File: config.mk
export PLATFORM = sky130hd
export DESIGN_NAME = byte_stuffed_frame_receiver
export DESIGN_NICKNAME = d
export VERILOG_FILES = /design/src/hdl/bsfr_pkg.sv /design/src/hdl/bsfr_front.sv /design/src/hdl/bsfr_back.sv /design/src/hdl/byte_stuffed_frame_receiver.sv
export SDC_FILE = /design/constraint.sdc
export NUM_CORES = 1
export LEC_CHECK = 0
export BUFFER_PORTS_ARGS = -buffer_cell sky130_fd_sc_hd__buf_4
export CORE_MARGIN = 3
export CORE_UTILIZATION = 30
export CTS_BUF_LIST = sky130_fd_sc_hd__clkbuf_16
export CTS_CLUSTER_DIAMETER = 40
export DETAILED_ROUTE_END_ITERATION = 8
export PLACE_DENSITY = 0.54
export SLEW_MARGIN = 0
export SYNTH_ARGS = -nofsm -noshare
export SYNTH_HDL_FRONTEND = slang
export SYNTH_SLANG_ARGS = --single-unit
File: constraint.sdc
create_clock -name clk -period 7.99 [get_ports clk]
set_input_delay 0.799 -clock clk [delete_from_list [all_inputs] [get_ports clk]]
set_output_delay 0.799 -clock clk [all_outputs]
set_load 0.01 [all_outputs]
File: src/hdl/bsfr_pkg.sv
`timescale 1ns / 1ps

package bsfr_pkg;

    // Default packet length in bytes (legal range 1 to 64)
    localparam int PACKET_BYTES_DEF = 32;

    // Byte-stuffing codes
    localparam logic [7:0] FLAG_BYTE = 8'h7E;
    localparam logic [7:0] ESC_BYTE  = 8'h7D;
    localparam logic [7:0] ESC_XOR   = 8'h20;

    // Width of the byte_index result field
    localparam int INDEX_W = 6;

    // Write-side control from the front end to the packet buffer
    typedef struct packed {
        logic wr_en;   // store one unescaped byte
        logic commit;  // this byte completes the packet in the current bank
        logic bank;    // bank being filled
    } bsfr_wr_ctrl_t;

endpackage

File: src/hdl/bsfr_front.sv
`timescale 1ns / 1ps

module bsfr_front #(
    parameter int PACKET_BYTES = bsfr_pkg::PACKET_BYTES_DEF,
    parameter int IDX_W        = (PACKET_BYTES > 1) ? $clog2(PACKET_BYTES) : 1
) (
    input  logic                   clk,
    input  logic                   rst_n,
    input  logic                   in_valid,
    output logic                   in_ready,
    input  logic [7:0]             rx_byte,
    input  logic                   bank_full,
    output bsfr_pkg::bsfr_wr_ctrl_t wr_ctrl,
    output logic [IDX_W-1:0]       wr_idx,
    output logic [7:0]             wr_data
);
    import bsfr_pkg::*;

    localparam logic [IDX_W-1:0] LAST_IDX = IDX_W'(PACKET_BYTES - 1);

    logic             in_frame_reg, in_frame_next;
    logic             esc_reg, esc_next;
    logic [IDX_W-1:0] count_reg, count_next;
    logic             bank_reg, bank_next;
    logic             accept;
    logic             store;
    logic             commit;
    logic [7:0]       store_data;

    // Input is held off only while both packet banks wait for the back end
    assign in_ready = ~bank_full;
    assign accept   = in_valid & ~bank_full;

    // Deframing: classify the received byte and update the frame state
    always_comb
    begin
        in_frame_next = in_frame_reg;
        esc_next      = esc_reg;
        count_next    = count_reg;
        bank_next     = bank_reg;
        store         = 1'b0;
        commit        = 1'b0;
        store_data    = rx_byte;

        if (accept)
        begin
            if (esc_reg)
            begin
                // escaped byte: never a flag
                esc_next   = 1'b0;
                store      = 1'b1;
                store_data = rx_byte ^ ESC_XOR;
            end
            else if (rx_byte == FLAG_BYTE)
            begin
                // flag opens a frame, dropping any partial one
                in_frame_next = 1'b1;
                count_next    = '0;
            end
            else if (in_frame_reg)
            begin
                if (rx_byte == ESC_BYTE)
                    esc_next = 1'b1;
                else
                    store = 1'b1;
            end
        end

        if (store)
        begin
            if (count_reg == LAST_IDX)
            begin
                // packet complete: hand the bank over, leave the frame
                commit        = 1'b1;
                in_frame_next = 1'b0;
                esc_next      = 1'b0;
                count_next    = '0;
                bank_next     = ~bank_reg;
            end
            else
            begin
                count_next = count_reg + 1'b1;
            end
        end
    end

    always_ff @(posedge clk or negedge rst_n)
    begin
        if (!rst_n)
        begin
            in_frame_reg <= 1'b0;
            esc_reg      <= 1'b0;
            count_reg    <= '0;
            bank_reg     <= 1'b0;
        end
        else
        begin
            in_frame_reg <= in_frame_next;
            esc_reg      <= esc_next;
            count_reg    <= count_next;
            bank_reg     <= bank_next;
        end
    end

    assign wr_ctrl.wr_en  = store;
    assign wr_ctrl.commit = commit;
    assign wr_ctrl.bank   = bank_reg;
    assign wr_idx         = count_reg;
    assign wr_data        = store_data;

endmodule

File: src/hdl/bsfr_back.sv
`timescale 1ns / 1ps

module bsfr_back #(
    parameter int PACKET_BYTES = bsfr_pkg::PACKET_BYTES_DEF,
    parameter int IDX_W        = (PACKET_BYTES > 1) ? $clog2(PACKET_BYTES) : 1
) (
    input  logic                         clk,
    input  logic                         rst_n,
    input  bsfr_pkg::bsfr_wr_ctrl_t      wr_ctrl,
    input  logic [IDX_W-1:0]             wr_idx,
    input  logic [7:0]                   wr_data,
    output logic                         bank_full,
    output logic                         out_valid,
    input  logic                         out_ready,
    output logic [7:0]                   data_byte,
    output logic [bsfr_pkg::INDEX_W-1:0] byte_index,
    output logic                         last
);
    import bsfr_pkg::*;

    localparam int               DEPTH    = 2 * (1 << IDX_W);
    localparam logic [IDX_W-1:0] LAST_IDX = IDX_W'(PACKET_BYTES - 1);

    typedef enum logic [1:0] {
        ST_IDLE,
        ST_FETCH,
        ST_SHOW
    } state_t;

    state_t           state_reg, state_next;
    logic [1:0]       level_reg, level_next;   // banks holding a complete packet
    logic             rd_bank_reg, rd_bank_next;
    logic [IDX_W-1:0] idx_reg, idx_next;
    logic             release_bank;
    logic [7:0]       rd_data_reg;
    logic [7:0]       mem [0:DEPTH-1];

    // Two-bank packet buffer: the front fills one bank while the other drains
    always_ff @(posedge clk)
    begin
        if (wr_ctrl.wr_en)
            mem[{wr_ctrl.bank, wr_idx}] <= wr_data;
        if (state_reg == ST_FETCH)
            rd_data_reg <= mem[{rd_bank_reg, idx_reg}];
    end

    // Read sequencer: fetch one byte, show it until taken, next byte
    always_comb
    begin
        state_next   = state_reg;
        rd_bank_next = rd_bank_reg;
        idx_next     = idx_reg;
        release_bank = 1'b0;
        case (state_reg)
            ST_IDLE:
            begin
                if (level_reg != 2'd0)
                begin
                    idx_next   = '0;
                    state_next = ST_FETCH;
                end
            end
            ST_FETCH:
            begin
                state_next = ST_SHOW;
            end
            ST_SHOW:
            begin
                if (out_ready)
                begin
                    if (idx_reg == LAST_IDX)
                    begin
                        release_bank = 1'b1;
                        rd_bank_next = ~rd_bank_reg;
                        state_next   = ST_IDLE;
                    end
                    else
                    begin
                        idx_next   = idx_reg + 1'b1;
                        state_next = ST_FETCH;
                    end
                end
            end
            default:
            begin
                state_next = ST_IDLE;
            end
        endcase
        level_next = level_reg + {1'b0, wr_ctrl.commit} - {1'b0, release_bank};
    end

    always_ff @(posedge clk or negedge rst_n)
    begin
        if (!rst_n)
        begin
            state_reg   <= ST_IDLE;
            level_reg   <= 2'd0;
            rd_bank_reg <= 1'b0;
            idx_reg     <= '0;
        end
        else
        begin
            state_reg   <= state_next;
            level_reg   <= level_next;
            rd_bank_reg <= rd_bank_next;
            idx_reg     <= idx_next;
        end
    end

    assign bank_full  = (level_reg == 2'd2);
    assign out_valid  = (state_reg == ST_SHOW);
    assign data_byte  = rd_data_reg;
    assign byte_index = INDEX_W'(idx_reg);
    assign last       = (idx_reg == LAST_IDX);

endmodule

File: src/hdl/byte_stuffed_frame_receiver.sv
`timescale 1ns / 1ps

// Byte-stuffed frame receiver.
// Input channel (in_valid/in_ready, rx_byte): one raw serial byte per
// transaction. 0x7E opens a frame and restarts it; 0x7D escapes the next
// byte, which is stored XOR 0x20. Bytes outside a frame are dropped.
// Output channel (out_valid/out_ready): once PACKET_BYTES bytes are stored,
// the packet is sent as PACKET_BYTES transactions of data_byte, byte_index
// and last (set on the final byte).
// Throughput: the front end takes one byte per cycle while a bank is free.
// Packets sit in a two-bank buffer; the back end reads each byte from
// memory (ST_FETCH), then shows it (ST_SHOW) until it is taken, and passes
// through ST_IDLE between packets. With the back end idle, out_valid rises
// once the commit has passed through the level count, ST_IDLE and ST_FETCH.
// When the receiver stalls, the output byte holds; once both banks hold
// unsent packets, in_ready drops until the back end frees a bank.
// Reset (rst_n, asynchronous) leaves the block out of frame with an empty
// buffer; no clearing pass is needed.
module byte_stuffed_frame_receiver #(
    parameter int PACKET_BYTES = bsfr_pkg::PACKET_BYTES_DEF
) (
    input  logic                         clk,
    input  logic                         rst_n,
    input  logic                         in_valid,
    output logic                         in_ready,
    input  logic [7:0]                   rx_byte,
    output logic                         out_valid,
    input  logic                         out_ready,
    output logic [7:0]                   data_byte,
    output logic [bsfr_pkg::INDEX_W-1:0] byte_index,
    output logic                         last
);
    import bsfr_pkg::*;

    localparam int IDX_W = (PACKET_BYTES > 1) ? $clog2(PACKET_BYTES) : 1;

    bsfr_wr_ctrl_t    wr_ctrl;
    logic [IDX_W-1:0] wr_idx;
    logic [7:0]       wr_data;
    logic             bank_full;

    bsfr_front #(
        .PACKET_BYTES (PACKET_BYTES),
        .IDX_W        (IDX_W)
    ) u_front (
        .clk       (clk),
        .rst_n     (rst_n),
        .in_valid  (in_valid),
        .in_ready  (in_ready),
        .rx_byte   (rx_byte),
        .bank_full (bank_full),
        .wr_ctrl   (wr_ctrl),
        .wr_idx    (wr_idx),
        .wr_data   (wr_data)
    );

    bsfr_back #(
        .PACKET_BYTES (PACKET_BYTES),
        .IDX_W        (IDX_W)
    ) u_back (
        .clk        (clk),
        .rst_n      (rst_n),
        .wr_ctrl    (wr_ctrl),
        .wr_idx     (wr_idx),
        .wr_data    (wr_data),
        .bank_full  (bank_full),
        .out_valid  (out_valid),
        .out_ready  (out_ready),
        .data_byte  (data_byte),
        .byte_index (byte_index),
        .last       (last)
    );

    // A packet is never committed into a bank that is still waiting to drain
    assert property (@(posedge clk) disable iff (!rst_n)
        !(wr_ctrl.commit && bank_full))
        else $error("packet committed while both banks full");

    // Buffer writes happen only on an accepted input transaction
    assert property (@(posedge clk) disable iff (!rst_n)
        wr_ctrl.wr_en |-> (in_valid && in_ready))
        else $error("buffer write without input transaction");

    // After the last byte of a packet is taken, the output goes idle
    assert property (@(posedge clk) disable iff (!rst_n)
        (out_valid && out_ready && last) |=> !out_valid)
        else $error("output still valid after last byte");

endmodule

==> results.md, run 1 <==
- Slew @ Worst Pin: 1.070 ns
- EDFF count, synth: 520
- H-tree Lvls: 3
- CTS tree: done
- Placed cell area: roughly 0.022 mm^2
- Critical path type: in2reg
- Tot GR Track Use: 0.1385
- Worst setup margin: about 3.9 ns
- Clk_skew: 0.01948 ns
- Initial DRC Count: 1033
- Post-synthesis sequential area ratio: 0.7581
- Drt wl/cell: around 25 um
- # setup viols final: 0
- Layout cells sized above 1: 0.2654
- Rel. slew slack: 0.2823
- Vias: roughly 10000
- Internal: 5.439 mW
- Total wire length: just over 50000 um
- #FFs+latches synth: 538
- Pre-CTS setup slack: 3.161 ns
- Synth unique cells: 55
- Initial Util: 0.3058
- # rows: 96
- DRC: 0
- Core area: 0.06931 mm^2
- Slew Viols, Final: 0
- I/O pins: 29
- Biggest register: u_back.mem
- Final Wtd Congestion: approximately 0.82
- CTS Buf Count: 71
- Die area: approximately 0.074 mm^2
- Cell count after synthesis: about 1000
- Combinational power share: 0.132
- Antenna Violating Nets Remaining: 0
- DP HPWL: 30450 um
- Switching power: 1.909 mW
- F_max: ~0.24 GHz
- Peak supply drop: 0.1748 mV
- Clock Tree Root: clkbuf_16
- Post-CTS sizing: 0
- Largest net degree at the start of global routing: 69
- Port Buf Inserts: 27
- Mapped cell area: 0.02119 mm^2
- Status: finished clean
- Worst Path Max Fanout: 68
- Syn Area/Cell: 20.98 um^2
- Sequential power share: 0.442
- Critical Path AT: 4.37 ns
- First-pass DRT Iterations: 5
- Sink Count: 538
- Bufs on Longest Clock Path: 3
- First-pass GRT wire length: 74460 um
- RSZ-0062 raised after global routing: no
- Leak: about 7.5 nW
- Clock share of power: 0.427
- CTS clock-pin slew for the worst setup and hold paths: 0.06 ns
- Vias in the first global route: roughly 11000
- Initial antenna violation count: 3
- Fin util: 0.3563
- Die Ht: 271.8 um
- Nets: between 1000 and 1500
- Post-synth top flop: edfxtp_1
- CP required: roughly 8.2 ns
- Ys async rst share: 0.03346
- Residual overflow from global routing: 0
- Via density per instance: ~5.0
- Final std cells w/o fill: 2050
- Clk_lat worst skew: between 0.6 and 0.7 ns
- Post-CTS Setup Inserts: 0
- Sw frac: 0.2598
- Min Tclk post-route: between 4 and 5 ns
- Cell area after layout: 0.02469 mm^2
- Area growth from synthesis to layout: 16.51%
- Yosys warning total: 0
- # fillers: 6360
- CP startpoint kind: primary input
- Pwr/cell area: just under 300 mW/mm^2
- Dpl cells: 1922
- Tightest Hold Check Type: in2async
- N_diodes: 0
- Die span in x: ~270 um
- Hold_buf cts: 0
- Syn nets: about 1000
- Max-cap violations: 0
- Hold Violations, Final: 0
- Endpoint class of the critical path: flop
- Fin crit share: 0.5169
- Max FFs per register: 512
- TNS Setup: 0 ns
## layout by cell type (no fill, tap or decap), types with 3 or more instances in the layout
master and count:
and3_1 3, nor2b_1 7, clkinv_4 4, nor3_1 5
and2_1 5, nand4b_1 4, edfxtp_1 520, inv_6 8
nand2_1 34, clkinv_2 5, ha_1 6, dfrtp_1 15
buf_4 37, o21ai_0 12, a221oi_1 8, bufinv_16 4
mux4_2 129, o31ai_1 3, clkinv_8 6, nor2_1 73
inv_8 6, or3b_2 3, mux4_1 7, clkbuf_16 71
clkinvlp_4 13, nand2b_1 4, nand3b_1 6, a31oi_1 9
o221ai_1 8, nand3_1 11, mux2i_1 16, a21oi_1 9
xnor2_1 4, inv_1 9, a22oi_1 16, clkinv_1 7
## through the flow
| step | hold WS (ns) | total power, mW |
|---|---|---|
| CTS | 0.05323 | 7.434 |
| finish | 0.07657 | 7.348 |
| detailed placement | 0.5201 | 4.287 |
| global placement | 0.5227 | 4.281 |
| global route | 0.06818 | 7.630 |
| floorplan | 0.4814 | 4.005 |
## worst max-delay path, cell delays in order
cell	delay [ns]
buf_4	0.62
xnor2_1	0.22
o31ai_1	0.12
a21oi_1	0.63
nand4bb_1	0.99
nor2_1	0.96
## cell usage after synthesis, types with 9 or more instances
library cell	n	area [um^2]
edfxtp_1	520	15610
a21oi_1	9	45.04
mux4_2	129	2905
nand2_1	34	127.6
nand3_1	11	55.05
mux2i_1	16	160.2
nor2_1	73	274.0
dfrtp_1	18	450.4
o21ai_0	12	60.06
a31oi_1	9	56.30
a22oi_1	16	120.1
buf_1	10	37.54
buf_4	11	82.58
buf_2	15	75.07
## logic make-up after synthesis
group / after synthesis / share of synthesized area
and+or+nand+nor: 164 / 0.03672
muxes: 153 / 0.1539
other: 1 / 0.0001769
buffers and inverters: 64 / 0.01842
AOI/OAI and AO/OA: 77 / 0.02633
DFF: 538 / 0.7581
adders and majority gates: 6 / 0.003542
xor gates and xnor gates: 7 / 0.002893
## worst paths after layout
kind,to,cells after the start,from,slack [ns]
setup / recovery,u_back.mem[34][3],6,rx_byte[0],3.86
hold reg to reg,u_back.state_reg[0],1,u_back.state_reg[0],0.53
setup reg to reg,u_back.mem[34][3],5,u_back.level_reg[0],4.17
max in group asynchronous,u_back.idx_reg[0],1,rst_n,7.65
min in group clk,u_back.state_reg[1],2,out_ready,0.42
hold / removal,u_back.idx_reg[4],1,rst_n,0.08
## per-layer routing
layer  wire length (um)  GRT usage  up-vias
li1                   -          -     4330
met1              22810     0.1961     5415
met2              23340     0.2114      375
met3               3458    0.03615       79
met4               1083    0.03869        2
met5                  8          0        -
## cell type report
type,instances,area (um^2),share of cell area
clock buffer,71,1777,0.07196
tap,931,1165,0.04718
multi-input combinational,408,4745,0.1922
clock inverter,57,623.1,0.02524
sequential,538,16070,0.6510
timing repair buffer,37,277.8,0.01125
inverter,8,30.03,0.001216
## power by group through the flow
stage          logic (mW)  registers, mW  clock network (mW)
6_report            0.968           3.24                3.14
2_1_floorplan       0.778           3.23                   0
3_5_place_dp        0.981           3.31                   0
5_1_grt              1.03           3.26                3.34
4_1_cts             0.983           3.25                3.20
3_3_place_gp        0.976           3.30                   0
(Power assumes the default switching activity.)
==> run 2: changes to the inputs <==
--- a/config.mk
+++ b/config.mk
@@ -11,7 +11,7 @@
 export CTS_BUF_LIST = sky130_fd_sc_hd__clkbuf_16
 export CTS_CLUSTER_DIAMETER = 40
 export DETAILED_ROUTE_END_ITERATION = 8
-export PLACE_DENSITY = 0.54
+export PLACE_DENSITY = 0.55
 export SLEW_MARGIN = 0
 export SYNTH_ARGS = -nofsm -noshare
 export SYNTH_HDL_FRONTEND = slang
==> constraint.sdc (replaced) <==
create_clock -name clk -period 3.7 [get_ports clk]
set_input_delay 0.37 -clock clk [delete_from_list [all_inputs] [get_ports clk]]
set_output_delay 0.37 -clock clk [all_outputs]
set_load 0.01 [all_outputs]
==> run 2 against run 1 <==
- design area rose by 3.2%
- sequential power rose by 110%
- die area did not move
- largest cell class unchanged
- flip-flop and latch count did not move
- first-iteration DRC count fell by 2.4%
- combinational power rose by 130%
- count of clock-buffer cells in the layout rose by 4
- routed wire length rose by 0.39%
- highest routed layer is now met4
==> results.md, run 2 (synthesis gave the netlist of run 1 again) <==
- Setup crit start: u_back.level_reg[0]
- Area growth from synthesis to layout: 20.25%
- # setup viols final: 0 (unchanged)
- Tot GR Track Use: 0.1386 (about the same)
- Initial antenna violation count: 2 (-1)
- Hold Violations, Final: 0 (unchanged)
- CTS tree: done
- H-tree Lvls: 3 (unchanged)
- Drt wl/cell: 23.73 um (-4.1%)
- Sink Count: 538 (unchanged)
- Reg2Reg Launch Point: u_back.level_reg[0]
- Worst setup margin: 0.6329 ns (-3.227 ns)
- Layout cells sized above 1: 0.3105 (+0.04513)
- Min Tclk post-route: 3.067 ns
- Die Ht: 271.8 um (unchanged)
- Vias in the first global route: 10920 (+3.6%)
- N_diodes: 0 (unchanged)
- Total wire length: 50900 um (+0.39%)
- Bufs on Longest Clock Path: 3 (unchanged)
- Port Buf Inserts: 27 (unchanged)
- First-pass GRT wire length: 75060 um (+0.81%)
- CTS Buf Count: 72 (+1.4%)
- Clk_skew: 0.02750 ns (+0.008017 ns)
- Largest net degree at the start of global routing: 68 (-1.4%)
- Tightest Hold Check Type: in2reg
- Core area: 0.06931 mm^2 (unchanged)
- Status: finished clean
- Rel. slew slack: 0.4035 (+0.1212)
- Biggest register: u_back.mem
- F_max: 0.3260 GHz
- Slew @ Worst Pin: 0.8947 ns (-0.1757 ns)
- DRC: 0 (unchanged)
- Antenna Violating Nets Remaining: 0 (unchanged)
- Clock Tree Root: clkbuf_16
- Vias: 10510 (+3.0%)
- CP required: 3.99 ns (-4.24 ns)
- Peak supply drop: 0.5317 mV (+200%)
- Post-CTS Setup Inserts: 0 (unchanged)
- Critical path type: reg2reg
- Initial Util: 0.3058 (unchanged)
- I/O pins: 29 (unchanged)
- Fin crit share: 0.8289
- Pre-CTS setup slack: 0.6102 ns (-2.551 ns)
- Nets: 1174 (+8.5%)
- Post-CTS sizing: 0 (unchanged)
- First-pass DRT Iterations: 6 (+1)
- DP HPWL: 31090 um (+2.1%)
- Via density per instance: 4.900 (-1.5%)
- Die span in x: 271.8 um (unchanged)
- Most frequent cells in the layout: edfxtp_1, mux4_2, buf_4
- Die area: 0.07387 mm^2 (unchanged)
- Clk_lat worst skew: 0.60 ns (-0.02 ns)
- Pwr/cell area: 636.2 mW/mm^2 (+110%)
- Leak: 8.122 nW (+7.9%)
- Cell area after layout: 0.02548 mm^2 (+3.2%)
- Final Wtd Congestion: 0.8206 (+0.50%)
- Placed cell area: 0.02300 mm^2 (+3.2%)
- CP startpoint kind: flop
- Initial DRC Count: 1008 (-2.4%)
- RSZ-0062 raised after global routing: no
- Max FFs per register: 512 (unchanged)
- CTS clock-pin slew for the worst setup and hold paths: 0.05 ns (about the same)
- Max-cap violations: 0 (unchanged)
- Final std cells w/o fill: 2145 (+4.6%)
- Endpoint class of the critical path: flop
- Worst Path Max Fanout: 12 (-82%)
- Hold_sp: rx_byte[7]
- Critical Path AT: 3.35 ns (-1.02 ns)
- Dpl cells: 2011 (+4.6%)
- Slew Viols, Final: 0 (unchanged)
- TNS Setup: 0 ns (unchanged)
- Leading cell type in the layout, fill and taps excluded: edfxtp_1
- # rows: 96 (unchanged)
- Residual overflow from global routing: 0 (unchanged)
## run 2: cell types whose count changed in the layout (fill, tap and decap cells not counted), moves of 4 or more
cell        delta
clkinv_8       -6
buf_4         +86
clkinvlp_4     -9
clkbuf_16      +4
inv_1         +10
bufinv_16      +6
## run 2: final timing paths
path	end	slack [ns]	cells after the start
max	u_back.mem[10][6]	0.63	7
min	u_back.mem[5][7]	0.10	1
max reg2reg	u_back.mem[10][6]	0.63	7
min reg2reg	u_back.state_reg[0]	0.56	1
max in group asynchronous	u_back.idx_reg[1]	3.24	2
min in group asynchronous	u_back.idx_reg[0]	0.20	2
## run 2: area by class of cell
type	instances	area, um^2
clock buffers	75	1877
fillers	6352	43820
flip-flops and latches	538	16070
well taps	931	1165
repair buffers	128	1003
inverters	8	30.03
multi-input cells	408	4745
clock inverters	57	590.6
## run 2: worst max-delay path, stage by stage (launching register included)
cell       delay (ns)
dfrtp_1          0.46
nand2b_1         0.39
nand2_1          0.17
a21oi_1          0.67
nand4bb_1        0.45
buf_4            0.31
nor2_1           0.11
buf_4            0.19
## run 2: per-stage QoR
| stage | util | power (mW) | hold WS, ns |
|---|---|---|---|
| 6_report | 0.3677 | 16.21 | 0.1032 |
| 5_1_grt | 0.3677 | 16.81 | 0.08572 |
| 4_1_cts | 0.3677 | 16.41 | 0.08135 |
| 3_5_place_dp | 0.3318 | 9.345 | 0.2737 |
| 3_3_place_gp | 0.3318 | 9.318 | 0.2687 |
| 2_1_floorplan | - | 8.648 | 0.07441 |
## run 2: metal layers
metal	global-route usage	vias up	share of wire
met5	0	-	0
met4	0.04349	0	0.022
met3	0.03288	74	0.071
met2	0.2098	357	0.46
met1	0.1982	5565	0.45
li1	-	4515	-
## run 2: report_power, final
part | internal, mW | switching, mW
Clock | 4.41 | 2.63
Combinational | 1.10 | 1.16
Sequential | 6.78 | 0.132
## run 2: what timing repair did
action                                  4_1_cts  5_1_grt
hold buffers                                  2        0
hold endpoints to repair                     19        0
endpoints found under the setup margin        0        0
==> run 3: changes to the inputs <==
--- a/config.mk
+++ b/config.mk
@@ -11,7 +11,7 @@
 export CTS_BUF_LIST = sky130_fd_sc_hd__clkbuf_16
 export CTS_CLUSTER_DIAMETER = 40
 export DETAILED_ROUTE_END_ITERATION = 8
-export PLACE_DENSITY = 0.55
+export PLACE_DENSITY = 0.54
 export SLEW_MARGIN = 0
 export SYNTH_ARGS = -nofsm -noshare
 export SYNTH_HDL_FRONTEND = slang
==> constraint.sdc (replaced) <==
create_clock -name clk -period 3 [get_ports clk]
set_input_delay 0.3 -clock clk [delete_from_list [all_inputs] [get_ports clk]]
set_output_delay 0.3 -clock clk [all_outputs]
set_load 0.01 [all_outputs]
==> run 3 against run 2 <==
- sequential power is 24% higher
- worst hold slack got worse by 0.034 ns
- die area is the same
- first-iteration DRC count up 9.6%
- core utilization increased by 0.35 points
- design area up 0.96%
- critical path depth decreased by 2
- highest routed layer is now met5
- largest power group unchanged
==> results.md, run 3 (synthesis gave the netlist of run 1 again) <==
- Tot GR Track Use: 0.1439 (+0.005242)
- Drt wl/cell: 24.26 um (+2.2%)
- Final std cells w/o fill: 2163 (+0.84%)
- Clock Tree Root: clkbuf_16
- Clk_skew: 0.02403 ns (-0.003466 ns)
- Die span in x: 271.8 um (unchanged)
- Reg2Reg Launch Point: u_back.idx_reg[2]
- I/O pins: 29 (unchanged)
- Initial antenna violation count: 3 (+1)
- # setup viols final: 0 (unchanged)
- First-pass GRT wire length: 77300 um (+3.0%)
- Vias: 10530 (+0.20%)
- Nets: 1187 (+1.1%)
- Max-cap violations: 0 (unchanged)
- Biggest register: u_back.mem
- Vias in the first global route: 11040 (+1.1%)
- Hold Worst Slack: 0.06878 ns (-0.03444 ns)
- First-pass DRT Iterations: 5 (-1)
- Leak: 8.207 nW (+1.1%)
- CTS clock-pin slew for the worst setup and hold paths: 0.06 ns (about the same)
- Slew @ Worst Pin: 1.309 ns (+0.4146 ns)
- Initial DRC Count: 1105 (+9.6%)
- Sink Count: 538 (unchanged)
- Post-CTS Setup Inserts: 0 (unchanged)
- Critical path type: reg2reg
- Area growth from synthesis to layout: 21.41%
- Setup crit start: u_back.idx_reg[2]
- CTS Buf Count: 76 (+5.6%)
- Pwr/cell area: 786.6 mW/mm^2 (+24%)
- Port Buf Inserts: 27 (unchanged)
- Dpl cells: 2020 (+0.45%)
- Core area: 0.06931 mm^2 (unchanged)
- Clk_lat worst skew: 0.61 ns (about the same)
- TNS Setup: 0 ns (unchanged)
- Hold_sp: in_valid
- Hold Violations, Final: 0 (unchanged)
- Total wire length: 52470 um (+3.1%)
- # rows: 96 (unchanged)
- CP required: 3.46 ns (-0.53 ns)
- Residual overflow from global routing: 0 (unchanged)
- Bufs on Longest Clock Path: 3 (unchanged)
- F_max: 0.3685 GHz (+13%)
- Endpoint class of the critical path: flop
- Max FFs per register: 512 (unchanged)
- Initial Util: 0.3058 (unchanged)
- Slew Viols, Final: 0 (unchanged)
- Status: finished clean
- Fin crit share: 0.9047 (+0.07572)
- Most frequent cells in the layout: edfxtp_1, mux4_2, buf_4
- DRC: 0 (unchanged)
- Rel. slew slack: 0.1253 (-0.2782)
- H-tree Lvls: 3 (unchanged)
- RSZ-0062 raised after global routing: no
- Critical Path AT: 3.18 ns (-0.17 ns)
- CP startpoint kind: flop
- Leading cell type in the layout, fill and taps excluded: edfxtp_1
- Antenna Violating Nets Remaining: 0 (unchanged)
- Final Wtd Congestion: 0.7905 (-3.7%)
- DP HPWL: 32580 um (+4.8%)
- Die Ht: 271.8 um (unchanged)
- Post-CTS sizing: 0 (unchanged)
- Min Tclk post-route: 2.714 ns (-0.3531 ns)
- CTS tree: done
- Via density per instance: 4.869 (-0.63%)
- Layout cells sized above 1: 0.3258 (+0.01521)
- Tightest Hold Check Type: in2reg
- Worst Path Max Fanout: 26 (+14)
- Peak supply drop: 0.4498 mV (-15%)
- Largest net degree at the start of global routing: 68 (unchanged)
- Die area: 0.07387 mm^2 (unchanged)
run 3: repair_timing:
action,in CTS,in global routing
hold buffers,2,0
hold endpoints to repair,21,0
endpoints found under the setup margin,0,0
run 3: area by class of cell:
cell class,count,area (um^2)
Antenna cell,1,2.502
Clock buffer,76,1902
Clock inverter,64,654.4
Fill cell,6310,43580
Inverter,8,30.03
Multi-Input combinational cell,408,4756
Sequential cell,538,16070
Tap cell,931,1165
Timing Repair Buffer,137,1146
run 3: layer usage:
| layer | part of all wire | wire, um | track usage | vias to the layer above |
|---|---|---|---|---|
| li1 | - | - | - | 4547 |
| met1 | 0.43 | 22470 | 0.1982 | 5527 |
| met2 | 0.47 | 24650 | 0.2223 | 388 |
| met3 | 0.082 | 4309 | 0.04136 | 68 |
| met4 | 0.020 | 1030 | 0.04180 | 2 |
| met5 | 0.00025 | 13 | 0 | - |
run 3: where the power goes:
| part | total, mW | switching [mW] | internal, mW | leakage, nW |
|---|---|---|---|---|
| clock | 8.82 | 3.46 | 5.36 | 1.26 |
| sequential | 8.56 | 0.190 | 8.37 | 4.91 |
| combinational | 2.87 | 1.44 | 1.43 | 2.04 |
| total | 20.2 | 5.09 | 15.2 | 8.21 |
run 3: metrics by stage:
step           area (um^2)    util  setup slack [ns]  power (mW)
2_1_floorplan        21200       -            0.4145       10.67
3_3_place_gp         23150  0.3340            0.3325       11.62
3_5_place_dp         23150  0.3340            0.3697       11.64
4_1_cts              25730  0.3712            0.3462       20.50
5_1_grt              25730  0.3712            0.2555       21.01
6_report             25730  0.3712            0.2860       20.24
run 3: path summary, 6_finish.rpt:
path	end	slack (ns)	depth (start not counted)
worst max-delay path	u_back.data_byte[4]	0.29	5
worst min-delay path	u_front.esc_reg	0.07	4
worst max register to register	u_back.data_byte[4]	0.29	5
worst min register to register	u_front.in_frame_reg	0.62	2
max in group asynchronous	u_front.wr_idx[0]	2.58	2
min in group asynchronous	u_back.state_reg[0]	0.15	2
run 3: worst max-delay path: stages (launching register included):
cell and delay (ns):
dfrtp_2 0.85, buf_4 0.43, mux2i_1 0.12, a221oi_1 0.69, nand3_1 0.31, nand2_1 0.15
